<file path="src/sv/graph_adjacency_bfs_path_macros.svh">
// Assertion macros shared by the graph path block.
`ifndef GRAPH_ADJACENCY_BFS_PATH_MACROS_SVH
`define GRAPH_ADJACENCY_BFS_PATH_MACROS_SVH

// Property that must hold at every clock edge outside reset.
`define GABP_ASSERT(name, clk, rst_n, prop, msg) \
  name: assert property (@(posedge clk) disable iff (!rst_n) (prop)) else $error(msg);

// Condition that must never be seen outside reset.
`define GABP_ASSERT_NEVER(name, clk, rst_n, prop, msg) \
  name: assert property (@(posedge clk) disable iff (!rst_n) !(prop)) else $error(msg);

`endif

</file>
<file path="src/sv/gabp_pkg.sv">
// Shared types, codes and constants of the graph path block.
package gabp_pkg;

  localparam int unsigned MAX_VERTICES_DFLT = 64;
  localparam int unsigned MAX_DEGREE_DFLT   = 64;

  localparam int unsigned VW    = 6;  // vertex index width
  localparam int unsigned CW    = 7;  // counts, degrees and scan indexes
  localparam int unsigned VAL_W = 8;

  localparam logic [VAL_W-1:0] NO_VERTEX = 8'hFF;

  localparam logic [2:0] CMD_ADD  = 3'd0;
  localparam logic [2:0] CMD_REM  = 3'd1;
  localparam logic [2:0] CMD_DEG  = 3'd2;
  localparam logic [2:0] CMD_MAX  = 3'd3;
  localparam logic [2:0] CMD_PATH = 3'd4;

  localparam logic [1:0] ST_OK      = 2'd0;
  localparam logic [1:0] ST_INVALID = 2'd1;
  localparam logic [1:0] ST_NO_PATH = 2'd2;
  localparam logic [1:0] ST_FULL    = 2'd3;

  typedef enum logic [5:0] {
    OP_NONE, OP_LOAD, OP_RES_INV, OP_RES_OK, OP_RES_FULL, OP_RES_NOPATH,
    OP_RES_DEG, OP_RES_MAX, OP_RES_PATH, OP_PUSH_OUT,
    OP_RD_DEG_U, OP_LATCH_DU, OP_RD_NBR, OP_IDX_INC, OP_RD_DEG_W, OP_LATCH_DW,
    OP_WR_A, OP_WR_B, OP_RD_NBR_NEXT, OP_SH_WR, OP_DEC, OP_SWAP,
    OP_MX_INIT, OP_RD_DEG_IDX, OP_MX_CMP,
    OP_P_INIT, OP_RD_Q, OP_P_CUR, OP_P_VIS, OP_W_INIT, OP_W_PUSH, OP_W_NEXT,
    OP_RD_STK
  } gabp_op_e;

  typedef struct packed {
    logic [2:0] cmd;
    logic       ok_a;
    logic       ok_b;
    logic       same_ab;
    logic       swap;
    logic       idx_eq_du;
    logic       nbr_eq_w;
    logic       full;
    logic       last_shift;
    logic       idx_eq_n;
    logic       q_empty;
    logic       cur_is_target;
    logic       target_visited;
    logic       v_is_start;
    logic       res_last;
    logic       out_free;
  } gabp_sts_t;

endpackage

</file>
<file path="src/sv/gabp_ctrl.sv">
// Command sequencer: walks each command through its steps on the datapath.
module gabp_ctrl import gabp_pkg::*; (
  input  logic      clk_i,
  input  logic      rst_ni,
  input  logic      in_valid_i,
  output logic      in_ready_o,
  input  gabp_sts_t sts_i,
  output gabp_op_e  op_o
);

  localparam logic [4:0] S_IDLE   = 5'd0;
  localparam logic [4:0] S_DISP   = 5'd1;
  localparam logic [4:0] S_A_LDU  = 5'd2;
  localparam logic [4:0] S_A_SCAN = 5'd3;
  localparam logic [4:0] S_A_CMP  = 5'd4;
  localparam logic [4:0] S_A_LDW  = 5'd5;
  localparam logic [4:0] S_A_CHK  = 5'd6;
  localparam logic [4:0] S_A_WRB  = 5'd7;
  localparam logic [4:0] S_A_DONE = 5'd8;
  localparam logic [4:0] S_R_LDU  = 5'd9;
  localparam logic [4:0] S_R_SCAN = 5'd10;
  localparam logic [4:0] S_R_CMP  = 5'd11;
  localparam logic [4:0] S_R_SHRD = 5'd12;
  localparam logic [4:0] S_R_SHWR = 5'd13;
  localparam logic [4:0] S_R_SIDE = 5'd14;
  localparam logic [4:0] S_R_RDU  = 5'd15;
  localparam logic [4:0] S_D_RES  = 5'd16;
  localparam logic [4:0] S_M_RD   = 5'd17;
  localparam logic [4:0] S_M_CMP  = 5'd18;
  localparam logic [4:0] S_P_DEQ  = 5'd19;
  localparam logic [4:0] S_P_CUR  = 5'd20;
  localparam logic [4:0] S_P_LDU  = 5'd21;
  localparam logic [4:0] S_P_NB   = 5'd22;
  localparam logic [4:0] S_P_VIS  = 5'd23;
  localparam logic [4:0] S_P_END  = 5'd24;
  localparam logic [4:0] S_W_PUSH = 5'd25;
  localparam logic [4:0] S_W_NEXT = 5'd26;
  localparam logic [4:0] S_O_RD   = 5'd27;
  localparam logic [4:0] S_O_SET  = 5'd28;
  localparam logic [4:0] S_EMIT   = 5'd29;

  logic [4:0] state_q, state_d;

  assign in_ready_o = (state_q == S_IDLE);

  always_comb begin
    state_d = state_q;
    op_o    = OP_NONE;
    unique case (state_q)
      S_IDLE: begin
        if (in_valid_i) begin
          op_o    = OP_LOAD;
          state_d = S_DISP;
        end
      end
      S_DISP: begin
        unique case (sts_i.cmd)
          CMD_ADD, CMD_REM, CMD_PATH: begin
            if (!(sts_i.ok_a && sts_i.ok_b)) begin
              op_o    = OP_RES_INV;
              state_d = S_EMIT;
            end else if (sts_i.cmd == CMD_PATH) begin
              op_o    = OP_P_INIT;
              state_d = S_P_DEQ;
            end else begin
              op_o    = OP_RD_DEG_U;
              state_d = (sts_i.cmd == CMD_ADD) ? S_A_LDU : S_R_LDU;
            end
          end
          CMD_DEG: begin
            if (!sts_i.ok_a) begin
              op_o    = OP_RES_INV;
              state_d = S_EMIT;
            end else begin
              op_o    = OP_RD_DEG_U;
              state_d = S_D_RES;
            end
          end
          CMD_MAX: begin
            op_o    = OP_MX_INIT;
            state_d = S_M_RD;
          end
          default: state_d = S_IDLE;
        endcase
      end
      S_A_LDU: begin
        op_o    = OP_LATCH_DU;
        state_d = S_A_SCAN;
      end
      S_A_SCAN: begin
        if (sts_i.idx_eq_du) begin
          op_o    = OP_RD_DEG_W;
          state_d = S_A_LDW;
        end else begin
          op_o    = OP_RD_NBR;
          state_d = S_A_CMP;
        end
      end
      S_A_CMP: begin
        if (sts_i.nbr_eq_w) begin
          op_o    = OP_RES_OK;
          state_d = S_EMIT;
        end else begin
          op_o    = OP_IDX_INC;
          state_d = S_A_SCAN;
        end
      end
      S_A_LDW: begin
        op_o    = OP_LATCH_DW;
        state_d = S_A_CHK;
      end
      S_A_CHK: begin
        if (sts_i.full) begin
          op_o    = OP_RES_FULL;
          state_d = S_EMIT;
        end else begin
          op_o    = OP_WR_A;
          state_d = S_A_WRB;
        end
      end
      S_A_WRB: begin
        if (sts_i.same_ab) begin
          op_o    = OP_RES_OK;
          state_d = S_EMIT;
        end else begin
          op_o    = OP_WR_B;
          state_d = S_A_DONE;
        end
      end
      S_A_DONE: begin
        op_o    = OP_RES_OK;
        state_d = S_EMIT;
      end
      S_R_LDU: begin
        op_o    = OP_LATCH_DU;
        state_d = S_R_SCAN;
      end
      S_R_SCAN: begin
        if (sts_i.idx_eq_du) begin
          state_d = S_R_SIDE;
        end else begin
          op_o    = OP_RD_NBR;
          state_d = S_R_CMP;
        end
      end
      S_R_CMP: begin
        if (sts_i.nbr_eq_w) begin
          state_d = S_R_SHRD;
        end else begin
          op_o    = OP_IDX_INC;
          state_d = S_R_SCAN;
        end
      end
      S_R_SHRD: begin
        if (sts_i.last_shift) begin
          op_o    = OP_DEC;
          state_d = S_R_SIDE;
        end else begin
          op_o    = OP_RD_NBR_NEXT;
          state_d = S_R_SHWR;
        end
      end
      S_R_SHWR: begin
        op_o    = OP_SH_WR;
        state_d = S_R_SHRD;
      end
      S_R_SIDE: begin
        if (!sts_i.swap && !sts_i.same_ab) begin
          op_o    = OP_SWAP;
          state_d = S_R_RDU;
        end else begin
          op_o    = OP_RES_OK;
          state_d = S_EMIT;
        end
      end
      S_R_RDU: begin
        op_o    = OP_RD_DEG_U;
        state_d = S_R_LDU;
      end
      S_D_RES: begin
        op_o    = OP_RES_DEG;
        state_d = S_EMIT;
      end
      S_M_RD: begin
        if (sts_i.idx_eq_n) begin
          op_o    = OP_RES_MAX;
          state_d = S_EMIT;
        end else begin
          op_o    = OP_RD_DEG_IDX;
          state_d = S_M_CMP;
        end
      end
      S_M_CMP: begin
        op_o    = OP_MX_CMP;
        state_d = S_M_RD;
      end
      S_P_DEQ: begin
        if (sts_i.q_empty) begin
          state_d = S_P_END;
        end else begin
          op_o    = OP_RD_Q;
          state_d = S_P_CUR;
        end
      end
      S_P_CUR: begin
        if (sts_i.cur_is_target) begin
          state_d = S_P_END;
        end else begin
          op_o    = OP_P_CUR;
          state_d = S_P_LDU;
        end
      end
      S_P_LDU: begin
        op_o    = OP_LATCH_DU;
        state_d = S_P_NB;
      end
      S_P_NB: begin
        if (sts_i.idx_eq_du) begin
          state_d = S_P_DEQ;
        end else begin
          op_o    = OP_RD_NBR;
          state_d = S_P_VIS;
        end
      end
      S_P_VIS: begin
        op_o    = OP_P_VIS;
        state_d = S_P_NB;
      end
      S_P_END: begin
        if (!sts_i.target_visited) begin
          op_o    = OP_RES_NOPATH;
          state_d = S_EMIT;
        end else begin
          op_o    = OP_W_INIT;
          state_d = S_W_PUSH;
        end
      end
      S_W_PUSH: begin
        op_o    = OP_W_PUSH;
        state_d = sts_i.v_is_start ? S_O_RD : S_W_NEXT;
      end
      S_W_NEXT: begin
        op_o    = OP_W_NEXT;
        state_d = S_W_PUSH;
      end
      S_O_RD: begin
        op_o    = OP_RD_STK;
        state_d = S_O_SET;
      end
      S_O_SET: begin
        op_o    = OP_RES_PATH;
        state_d = S_EMIT;
      end
      S_EMIT: begin
        if (sts_i.out_free) begin
          op_o    = OP_PUSH_OUT;
          state_d = sts_i.res_last ? S_IDLE : S_O_RD;
        end
      end
      default: state_d = S_IDLE;
    endcase
  end

  always_ff @(posedge clk_i or negedge rst_ni) begin
    if (!rst_ni) begin
      state_q <= S_IDLE;
    end else begin
      state_q <= state_d;
    end
  end

endmodule

</file>
<file path="config.mk">
export PLATFORM = sky130hd
export DESIGN_NAME = gabp_ctrl
export DESIGN_NICKNAME = d
export VERILOG_FILES = /design/src/sv/graph_adjacency_bfs_path_macros.svh /design/src/sv/gabp_pkg.sv /design/src/sv/gabp_ctrl.sv
export SDC_FILE = /design/constraint.sdc
export NUM_CORES = 1
export LEC_CHECK = 0
export BUFFER_PORTS_ARGS = -buffer_cell sky130_fd_sc_hd__buf_4
export CAP_MARGIN = 20
export CORE_UTILIZATION = 55
export CTS_BUF_LIST = sky130_fd_sc_hd__clkbuf_8 sky130_fd_sc_hd__clkbuf_16
export DETAILED_ROUTE_END_ITERATION = 8
export GPL_TIMING_DRIVEN = 0
export PLACE_DENSITY = 0.84
export SYNTH_ARGS = -nofsm -noshare
export SYNTH_HDL_FRONTEND = slang
export SYNTH_SLANG_ARGS = --single-unit
</file>
<file path="constraint.sdc">
create_clock -name clk_i -period 1.83 [get_ports clk_i]
set_input_delay 0.0915 -clock clk_i [delete_from_list [all_inputs] [get_ports clk_i]]
set_output_delay 0.0915 -clock clk_i [all_outputs]
set_load 0.02 [all_outputs]
</file>
# Word-level counts from Yosys, hierarchy flattened
# Cells that the tools add are included.
# W data, S select, Z words.
# word_totals
ff_bits	5
in_bits	21
out_inout_bits	7
wordCells	90
# op_classes
n_eq_ne	35
mux	42
n_reduce_logical	12
# ops
op	n
$pmux W6 S27	1
$pmux W5 S27	1
$mux W5	18
$eq A5 B5 Y1 const B	14
$eq A5 B4 Y1 const B	8
$mux W4	10
$pmux W5 S3	2
$eq A5 B3 Y1 const B	4
$mux W3	5
$eq A5 B2 Y1 const B	2
$reduce_or A3 Y1	3
$eq A3 B2 Y1 const B	2
$eq A5 B1 Y1 const B	1
$logic_not A5 Y1	1
$mux W2	2
$ne A2 B2 Y1 const B	2
$reduce_or A2 Y1	2
$eq A3 B1 Y1 const B	1
$eq A3 B3 Y1 const B	1
$logic_not A3 Y1	1
$mux W1	3
$logic_and A1 B1 Y1	2
$logic_not A1 Y1	2
$reduce_and A2 Y1	1

# Longest topological paths before layout
# Gate-level depths: netlist of run 1.
# logic_depth
ltp_word	6
depth_mapped	8
depth_no_buf	5

# Worst setup path after synthesis of run 1
# Ideal clock, no wire load.
# synth_timing
path_kind	register to output
start	register state_q[2]
end	output op_o[0]
t_arrival_ns	1.546
required_time_ns	1.738
setup_slack_ns	0.193
path_stages_with_launch	7
path_buffers	2
cell_sequence	dfrtp_1 buf_6 buf_6 a32o_1 a22oi_2 nand2_1 or3_1
# synth_via
elab_chain_len	3
elab_cells_between_ends	33
cone_classes	29 x eq/ne; 1 x mux; 3 x reduce/logical
# synth_rtl
item	line_no	source
from (decl)	gabp_ctrl.sv:42	logic [4:0] state_q, state_d;
from (signal assigned)	gabp_ctrl.sv:268	state_q <= state_d;
$eq A5 B5 Y1 (tied with other cells)	gabp_ctrl.sv:49	unique case (state_q)
$reduce_or A3 Y1 (no line) / $reduce_or A2 Y1 (equally long branches)	n/a	
$pmux W6 S27 *	gabp_ctrl.sv:49	
to (decl)	gabp_ctrl.sv:8	output gabp_op_e op_o
# Every way passes the cells marked *; elsewhere a longest branch is shown, timed or not.

# Worst setup path in the final report of run 1
# layout_timing
start	register state_q[3]
end	output op_o[4]
# The elaborated chain is that of the path after synthesis.

==> results.cfg, run 1 <==
[pwr]
ir_drop_uv = 2156
power_frac_comb = 0.903
seqPwrFrac = 0.054
p_leak_nw = 0.8856
swShare = 0.5420
clkPwrFrac = 0.043
internal_power_mw = 2.222
switchingPower_mw = 2.630
power.density_nw_per_um2 = 2231

[place]
dp.cells = 281
dp_slack_ns = -0.1454
portBuffers = 26
hpwlAfterDp_um = 4257
gp_congestion = 1.032

[yosys]
syn_inst = 225
yosysSeqAreaShare = 0.08503
synth_seq_cells = 5
avgSynthCellArea_sq_um = 6.540
synth.area.top_cells = dfrtp_1, o21ai_0, nor2b_1
synth_edf_count = 0
yosys_warnings = 0
synth_area_leader_cell = dfrtp_1
synthFlopType = dfrtp_1
synth_area_sq_um = 1471
synthesis.nets = 246
synth_top_area_share = 0.08503
yosysUniqueCellTypes = 52
async_flop_share = 1.000

[clocking]
cts.sinks = 5
insertion_delay_ns = 0.23
h-tree-depth = 1
cts.clk_slew.worst_paths_ns = 0.04
cts_made_buffers = 3
cts-root-buf = clkbuf_8
clockBufferDepth = 2
cts_tree = done

[floorplanning]
fp.dieW_um = 53.73
die_h_um = 53.73
start_util = 0.5886
core_sq_um = 2500
die-area_sq_um = 2886
pin_count = 28
num_rows = 18

[outcome]
violations = DRC, setup timing
run_status = finished with violations

[sta]
setup_tns_ns = -1.326
max_slew_margin = 0.6954
grt_setup_unrepaired = true
hold_violations = 0
finalClockSkew_ns = 0.005513
fin_crit_sh = 1.169
setup_slack_ns = -0.3084
slew_violations = 0
fin_crit_ns = 2.138
setup_violations = 8
fmax_ghz = 0.4676
timing.hold.ws_ns = 0.2111
worst_pin_slew_ns = 0.4564

[layout]
utilization = 0.8699
final_cell_mix = buf_4, nand2_1, o21ai_0, nor2_1
regArea_sq_um = 127.6
nNetsFinal = 302
top_register = state_q
areaGrowthSynthToFinish_pct = 47.79
final_common_cell = buf_4
largest_reg_flops = 5
diodes = 0
fin_cells = 310
multi_input_area_sq_um = 1346
fillers = 143
largestRegisters = state_q: 5 flops
drive_gt1_frac = 0.4179

[routing]
drtIter0Drc = 349
routed_wl_um = 7278
drtAntennaViolNets = 0
via_per_inst = 7.490
drtPass1Iterations = 9
via_count = 2322
post-route-drc-count = 115
detail_route.wl_per_cell_um = 23.48

[worst_setup_path]
crit_required_ns = 1.74
crit_arrival_ns = 2.05
endpoint_kind = output port
startpoint_type = flop
r2r_setup_slack_ns = -0.06
r2r_start = state_q[0]$_DFFE_PN0P_
criticalPathCategory = reg2out
worst-path-max-fanout = 4
r2r-end = state_q[2]$_DFFE_PN0P_
reg2regPathDepth = 7

[grt]
track_usage = 0.4892
gr-total-overflow = 0
grt_pass1_wl_um = 9936
antenna_found_initial = 0
grt_pass1_vias = 1909
grt_max_degree = 11

[worst_hold_path]
hold_class = in2async

[flow_run]
max_cap_viol_count = 0
[cell type report]
| type | instances | share of cell area |
|---|---|---|
| multi-input combinational | 195 | 0.6191 |
| timing repair buffer | 52 | 0.1945 |
| buffer | 20 | 0.08285 |
| sequential | 5 | 0.05869 |
| clock buffer | 3 | 0.01899 |
| tap | 30 | 0.01726 |
| inverter | 4 | 0.006904 |
| clock inverter | 1 | 0.001726 |
[synth_stat cells (all sizes together) (4+ instances only)]
cell,number
a211oi,5
a21oi,11
a22oi,4
a31oi,6
a32oi,4
and3,5
buf,17
clkbuf,4
dfrtp,5
inv,4
nand2,22
nand2b,11
nand3,8
nand4,7
nor2,20
nor2b,13
nor3,11
nor3b,4
o21ai,19
[worst max-delay path by stage]
stage	cells past startpoint	from	to	slack, ns
floorplan	6	state_q[2]$_DFFE_PN0P_	op_o[0]	0.19
global placement	7	state_q[1]$_DFFE_PN0P_	op_o[1]	-0.11
detailed placement	7	state_q[1]$_DFFE_PN0P_	op_o[1]	-0.15
CTS	7	state_q[1]$_DFFE_PN0P_	op_o[0]	-0.21
global route	7	state_q[0]$_DFFE_PN0P_	state_q[2]$_DFFE_PN0P_	-0.56
finish	6	state_q[3]$_DFFE_PN0P_	op_o[4]	-0.31
[power by group through the flow]
stage / Sequential, mW / Clock, mW / Combinational, mW
after floorplan: 0.220 / 0 / 2.20
after global placement: 0.240 / 0 / 3.09
after detailed placement: 0.243 / 0 / 3.07
after CTS: 0.246 / 0.206 / 3.38
after global routing: 0.260 / 0.212 / 4.59
final: 0.263 / 0.209 / 4.38
[per-stage QoR]
step                      power, mW  instance area, sq um
after detailed placement      3.318                  1704
after CTS                     3.830                  1898
after global routing          5.064                  2175
after floorplan               2.424                  1471
after global placement        3.328                  1704
final                         4.853                  2175
[worst max-delay path: stages, from the launching register on]
cell	delay, ns
dfrtp_2	0.44
or3_4	0.45
or2_4	0.29
nor3_2	0.25
nor4_2	0.09
nand3_1	0.14
buf_4	0.16
[repair_timing]
| action | in CTS | in global routing |
|---|---|---|
| hold endpoints to repair | 5 | 0 |
| gates resized for setup | 23 | 40 |
| setup endpoints to repair | 5 | 8 |
| hold buffers | 1 | 0 |
| pin swaps | 8 | 19 |
| gates cloned | 1 | 1 |
| buffers inserted | 9 | 14 |
[logic make-up after synthesis]
group,share of synthesized area
simple gates,0.4328
compound gates,0.3580
flops,0.08503
mux,0.01361
buf+inv,0.1105
[per-layer routing]
layer	vias up	global-route usage	wire, um	share of wire
li1	963	-	-	-
met1	987	0.6134	2503	0.34
met2	270	0.6852	2901	0.40
met3	102	0.2175	1163	0.16
met4	0	0.2675	710	0.098
met5	-	0.02083	0	0
Note: power is estimated with default switching activity, not from simulation.
==> run 2: changes to the inputs <==
--- a/config.mk
+++ b/config.mk
@@ -5,13 +5,14 @@
 export SDC_FILE = /design/constraint.sdc
 export NUM_CORES = 1
 export LEC_CHECK = 0
+export ABC_AREA = 1
 export BUFFER_PORTS_ARGS = -buffer_cell sky130_fd_sc_hd__buf_4
 export CAP_MARGIN = 20
 export CORE_UTILIZATION = 55
 export CTS_BUF_LIST = sky130_fd_sc_hd__clkbuf_8 sky130_fd_sc_hd__clkbuf_16
 export DETAILED_ROUTE_END_ITERATION = 8
 export GPL_TIMING_DRIVEN = 0
-export PLACE_DENSITY = 0.84
+export PLACE_DENSITY = 0.86
 export SYNTH_ARGS = -nofsm -noshare
 export SYNTH_HDL_FRONTEND = slang
 export SYNTH_SLANG_ARGS = --single-unit
==> run 2 against run 1 <==
Against the previous run:
- the flow still finishes with violations (DRC, setup timing)
- cell count rose by 11%
- flip-flop and latch count did not move
- synthesized area fell by 13%
- highest routed layer unchanged
- routed wire length rose by 6.9%
==> results.cfg, run 2 <==
[outcome]
run_status = finished with violations
violations = DRC, setup timing

[yosys]
synth_top_area_share = 0.1932
synth_seq_cells = 5
yosysUniqueCellTypes = 26
synthFlopType = dfrtp_1
avgSynthCellArea_sq_um = 4.990
async_flop_share = 1.000
synth_area_leader_cell = nand2_1
syn_inst = 257
synth_area_sq_um = 1282
yosysSeqAreaShare = 0.09756
yosys_warnings = 0
synthesis.nets = 278
synth_edf_count = 0
yosys-top-cells-count = nand2_1, nor2_1, nand3_1, inv_1
synth.area.top_cells = nand2_1, nor2_1, nand3_1
yosysMostFrequentCell = nand2_1

[clocking]
insertion_delay_ns = 0.22
cts_tree = done
clockBufferDepth = 2
h-tree-depth = 1
cts.sinks = 5
cts-root-buf = clkbuf_8
cts_made_buffers = 3
cts.clk_slew.worst_paths_ns = 0.03

[routing]
drtPass1Iterations = 9
post-route-drc-count = 129
drtAntennaViolNets = 0
via_count = 2510
routed_wl_um = 7783
detail_route.wl_per_cell_um = 22.63
via_per_inst = 7.297
drtIter0Drc = 493

[worst_setup_path]
r2r-end = state_q[0]$_DFFE_PN0P_
crit_required_ns = 1.74
reg2regPathDepth = 9
crit_arrival_ns = 1.96
startpoint_type = flop
r2r_start = state_q[1]$_DFFE_PN0P_
r2r_setup_slack_ns = -0.03
criticalPathCategory = reg2out
worst-path-max-fanout = 5
endpoint_kind = output port

[pwr]
switchingPower_mw = 2.384
seqPwrFrac = 0.075
power.density_nw_per_um2 = 1954
power.total_mw = 4.017
swShare = 0.5934
clkPwrFrac = 0.049
internal_power_mw = 1.633
ir_drop_uv = 2012
power_frac_comb = 0.876
p_leak_nw = 1.118

[sta]
fin_crit_sh = 1.119
fin_crit_ns = 2.049
grt_setup_unrepaired = true
worst_pin_slew_ns = 0.4903
hold_violations = 0
slew_violations = 0
setup_slack_ns = -0.2185
setup_tns_ns = -1.019
finalClockSkew_ns = 0.0003102
max_slew_margin = 0.6731
fmax_ghz = 0.4882
setup_violations = 10

[layout]
fillers = 91
largest_reg_flops = 5
areaGrowthSynthToFinish_pct = 60.29
final_common_cell = nand2_1
diodes = 0
drive_gt1_frac = 0.3829
nNetsFinal = 338
largestRegisters = state_q: 5 flops
top_register = state_q
final_cell_mix = nand2_1, buf_4, nor2_1, nand3_1, inv_1

[grt]
track_usage = 0.4284
grt_pass1_wl_um = 8245
gr-total-overflow = 0
antenna_found_initial = 0
grt_pass1_vias = 1895
grt_max_degree = 11

[flow_run]
max_cap_viol_count = 0

[floorplanning]
die-area_sq_um = 2529
start_util = 0.5798
die_h_um = 50.29
core_sq_um = 2212
fp.dieW_um = 50.29
num_rows = 17
pin_count = 28

[place]
gp_congestion = 1.045
hpwlAfterDp_um = 3669
portBuffers = 27

[worst_hold_path]
hold_class = in2async
-- run 2: cell types whose count changed after synthesis, sizes merged, moves of 5 or more --
| cell | before | now |
|---|---|---|
| nor2 | 20 | 50 |
| inv | 4 | 33 |
| buf | 17 | 6 |
| o21ai | 19 | 14 |
| a31oi | 6 | 1 |
| nor2b | 13 | 0 |
| nand4 | 7 | 14 |
| nand2b | 11 | 0 |
| nand3 | 8 | 36 |
| nand2 | 22 | 67 |
| a211oi | 5 | 0 |
-- run 2: worst max-delay path by stage --
| stage | start | to | slack [ns] | cells past startpoint |
|---|---|---|---|---|
| global route | state_q[3]$_DFFE_PN0P_ | op_o[3] | -0.19 | 8 |
| CTS | state_q[0]$_DFFE_PN0P_ | op_o[3] | -0.01 | 9 |
| floorplan | state_q[1]$_DFFE_PN0P_ | op_o[3] | 0.37 | 8 |
| global placement | state_q[4]$_DFFE_PN0P_ | op_o[3] | -0.02 | 8 |
| detailed placement | state_q[4]$_DFFE_PN0P_ | op_o[3] | 0.002 | 8 |
| finish | state_q[3]$_DFFE_PN0P_ | op_o[3] | -0.22 | 8 |
-- run 2: stage by stage --
stage	setup WS (ns)	cells	cell area, sq um	util	hold slack (ns)
after global routing	-0.1920	344	2056	0.9293	0.2277
after global placement	-0.02330	312	1520	0.6872	-0.1080
after floorplan	0.3685	257	1282	-	-0.2041
after detailed placement	0.002243	312	1520	0.6872	-0.1073
after CTS	-0.01193	326	1730	0.7822	0.2124
final	-0.2185	344	2056	0.9293	0.2092
-- run 2: routing by layer --
layer | vias up | global-route usage | wire (um)
met3 | 156 | 0.09394 | 1481
met5 | - | 0 | 0
met4 | 0 | 0.2361 | 881
li1 | 971 | - | -
met2 | 359 | 0.6756 | 2991
met1 | 1024 | 0.5356 | 2429
-- run 2: what timing repair did --
| item | in CTS | in global routing |
|---|---|---|
| hold endpoints to repair | 5 | 0 |
| hold buffers | 1 | 0 |
| endpoints found under the setup margin | 5 | 5 |
| buffers inserted | 9 | 18 |
| pin swaps | 4 | 21 |
| gates resized for setup | 23 | 56 |
-- run 2: critical path: stages, from the launching register on --
cell     delay [ns]
dfrtp_2        0.53
inv_2          0.10
nand2_2        0.11
nor2_2         0.08
nand3_1        0.18
inv_1          0.16
nor3_4         0.26
nand4_1        0.16
buf_6          0.16
-- run 2: layout make-up --
type / instances / area [sq um] / share of cell area
Buffer: 6 / 63.81 / 0.03104
Clock buffer: 3 / 41.29 / 0.02009
Clock inverter: 1 / 3.754 / 0.001826
Inverter: 34 / 142.6 / 0.06939
Multi-Input combinational cell: 212 / 1201 / 0.5843
Sequential cell: 5 / 128.9 / 0.06269
Tap cell: 28 / 35.03 / 0.01704
Timing Repair Buffer: 55 / 439.2 / 0.2136
-- run 2: power by group through the flow --
| stage | logic [mW] | registers (mW) | clock network [mW] |
|---|---|---|---|
| 6_report | 3.52 | 0.301 | 0.198 |
| 2_1_floorplan | 1.57 | 0.218 | 0 |
| 3_5_place_dp | 2.24 | 0.230 | 0 |
| 3_3_place_gp | 2.24 | 0.230 | 0 |
| 5_1_grt | 3.60 | 0.298 | 0.205 |
| 4_1_cts | 2.50 | 0.258 | 0.200 |
-- run 2: cells by family after synthesis --
logic type / synth area share
compound gates: 0.08683
buf+inv: 0.1424
flops: 0.09756
simple gates: 0.6732
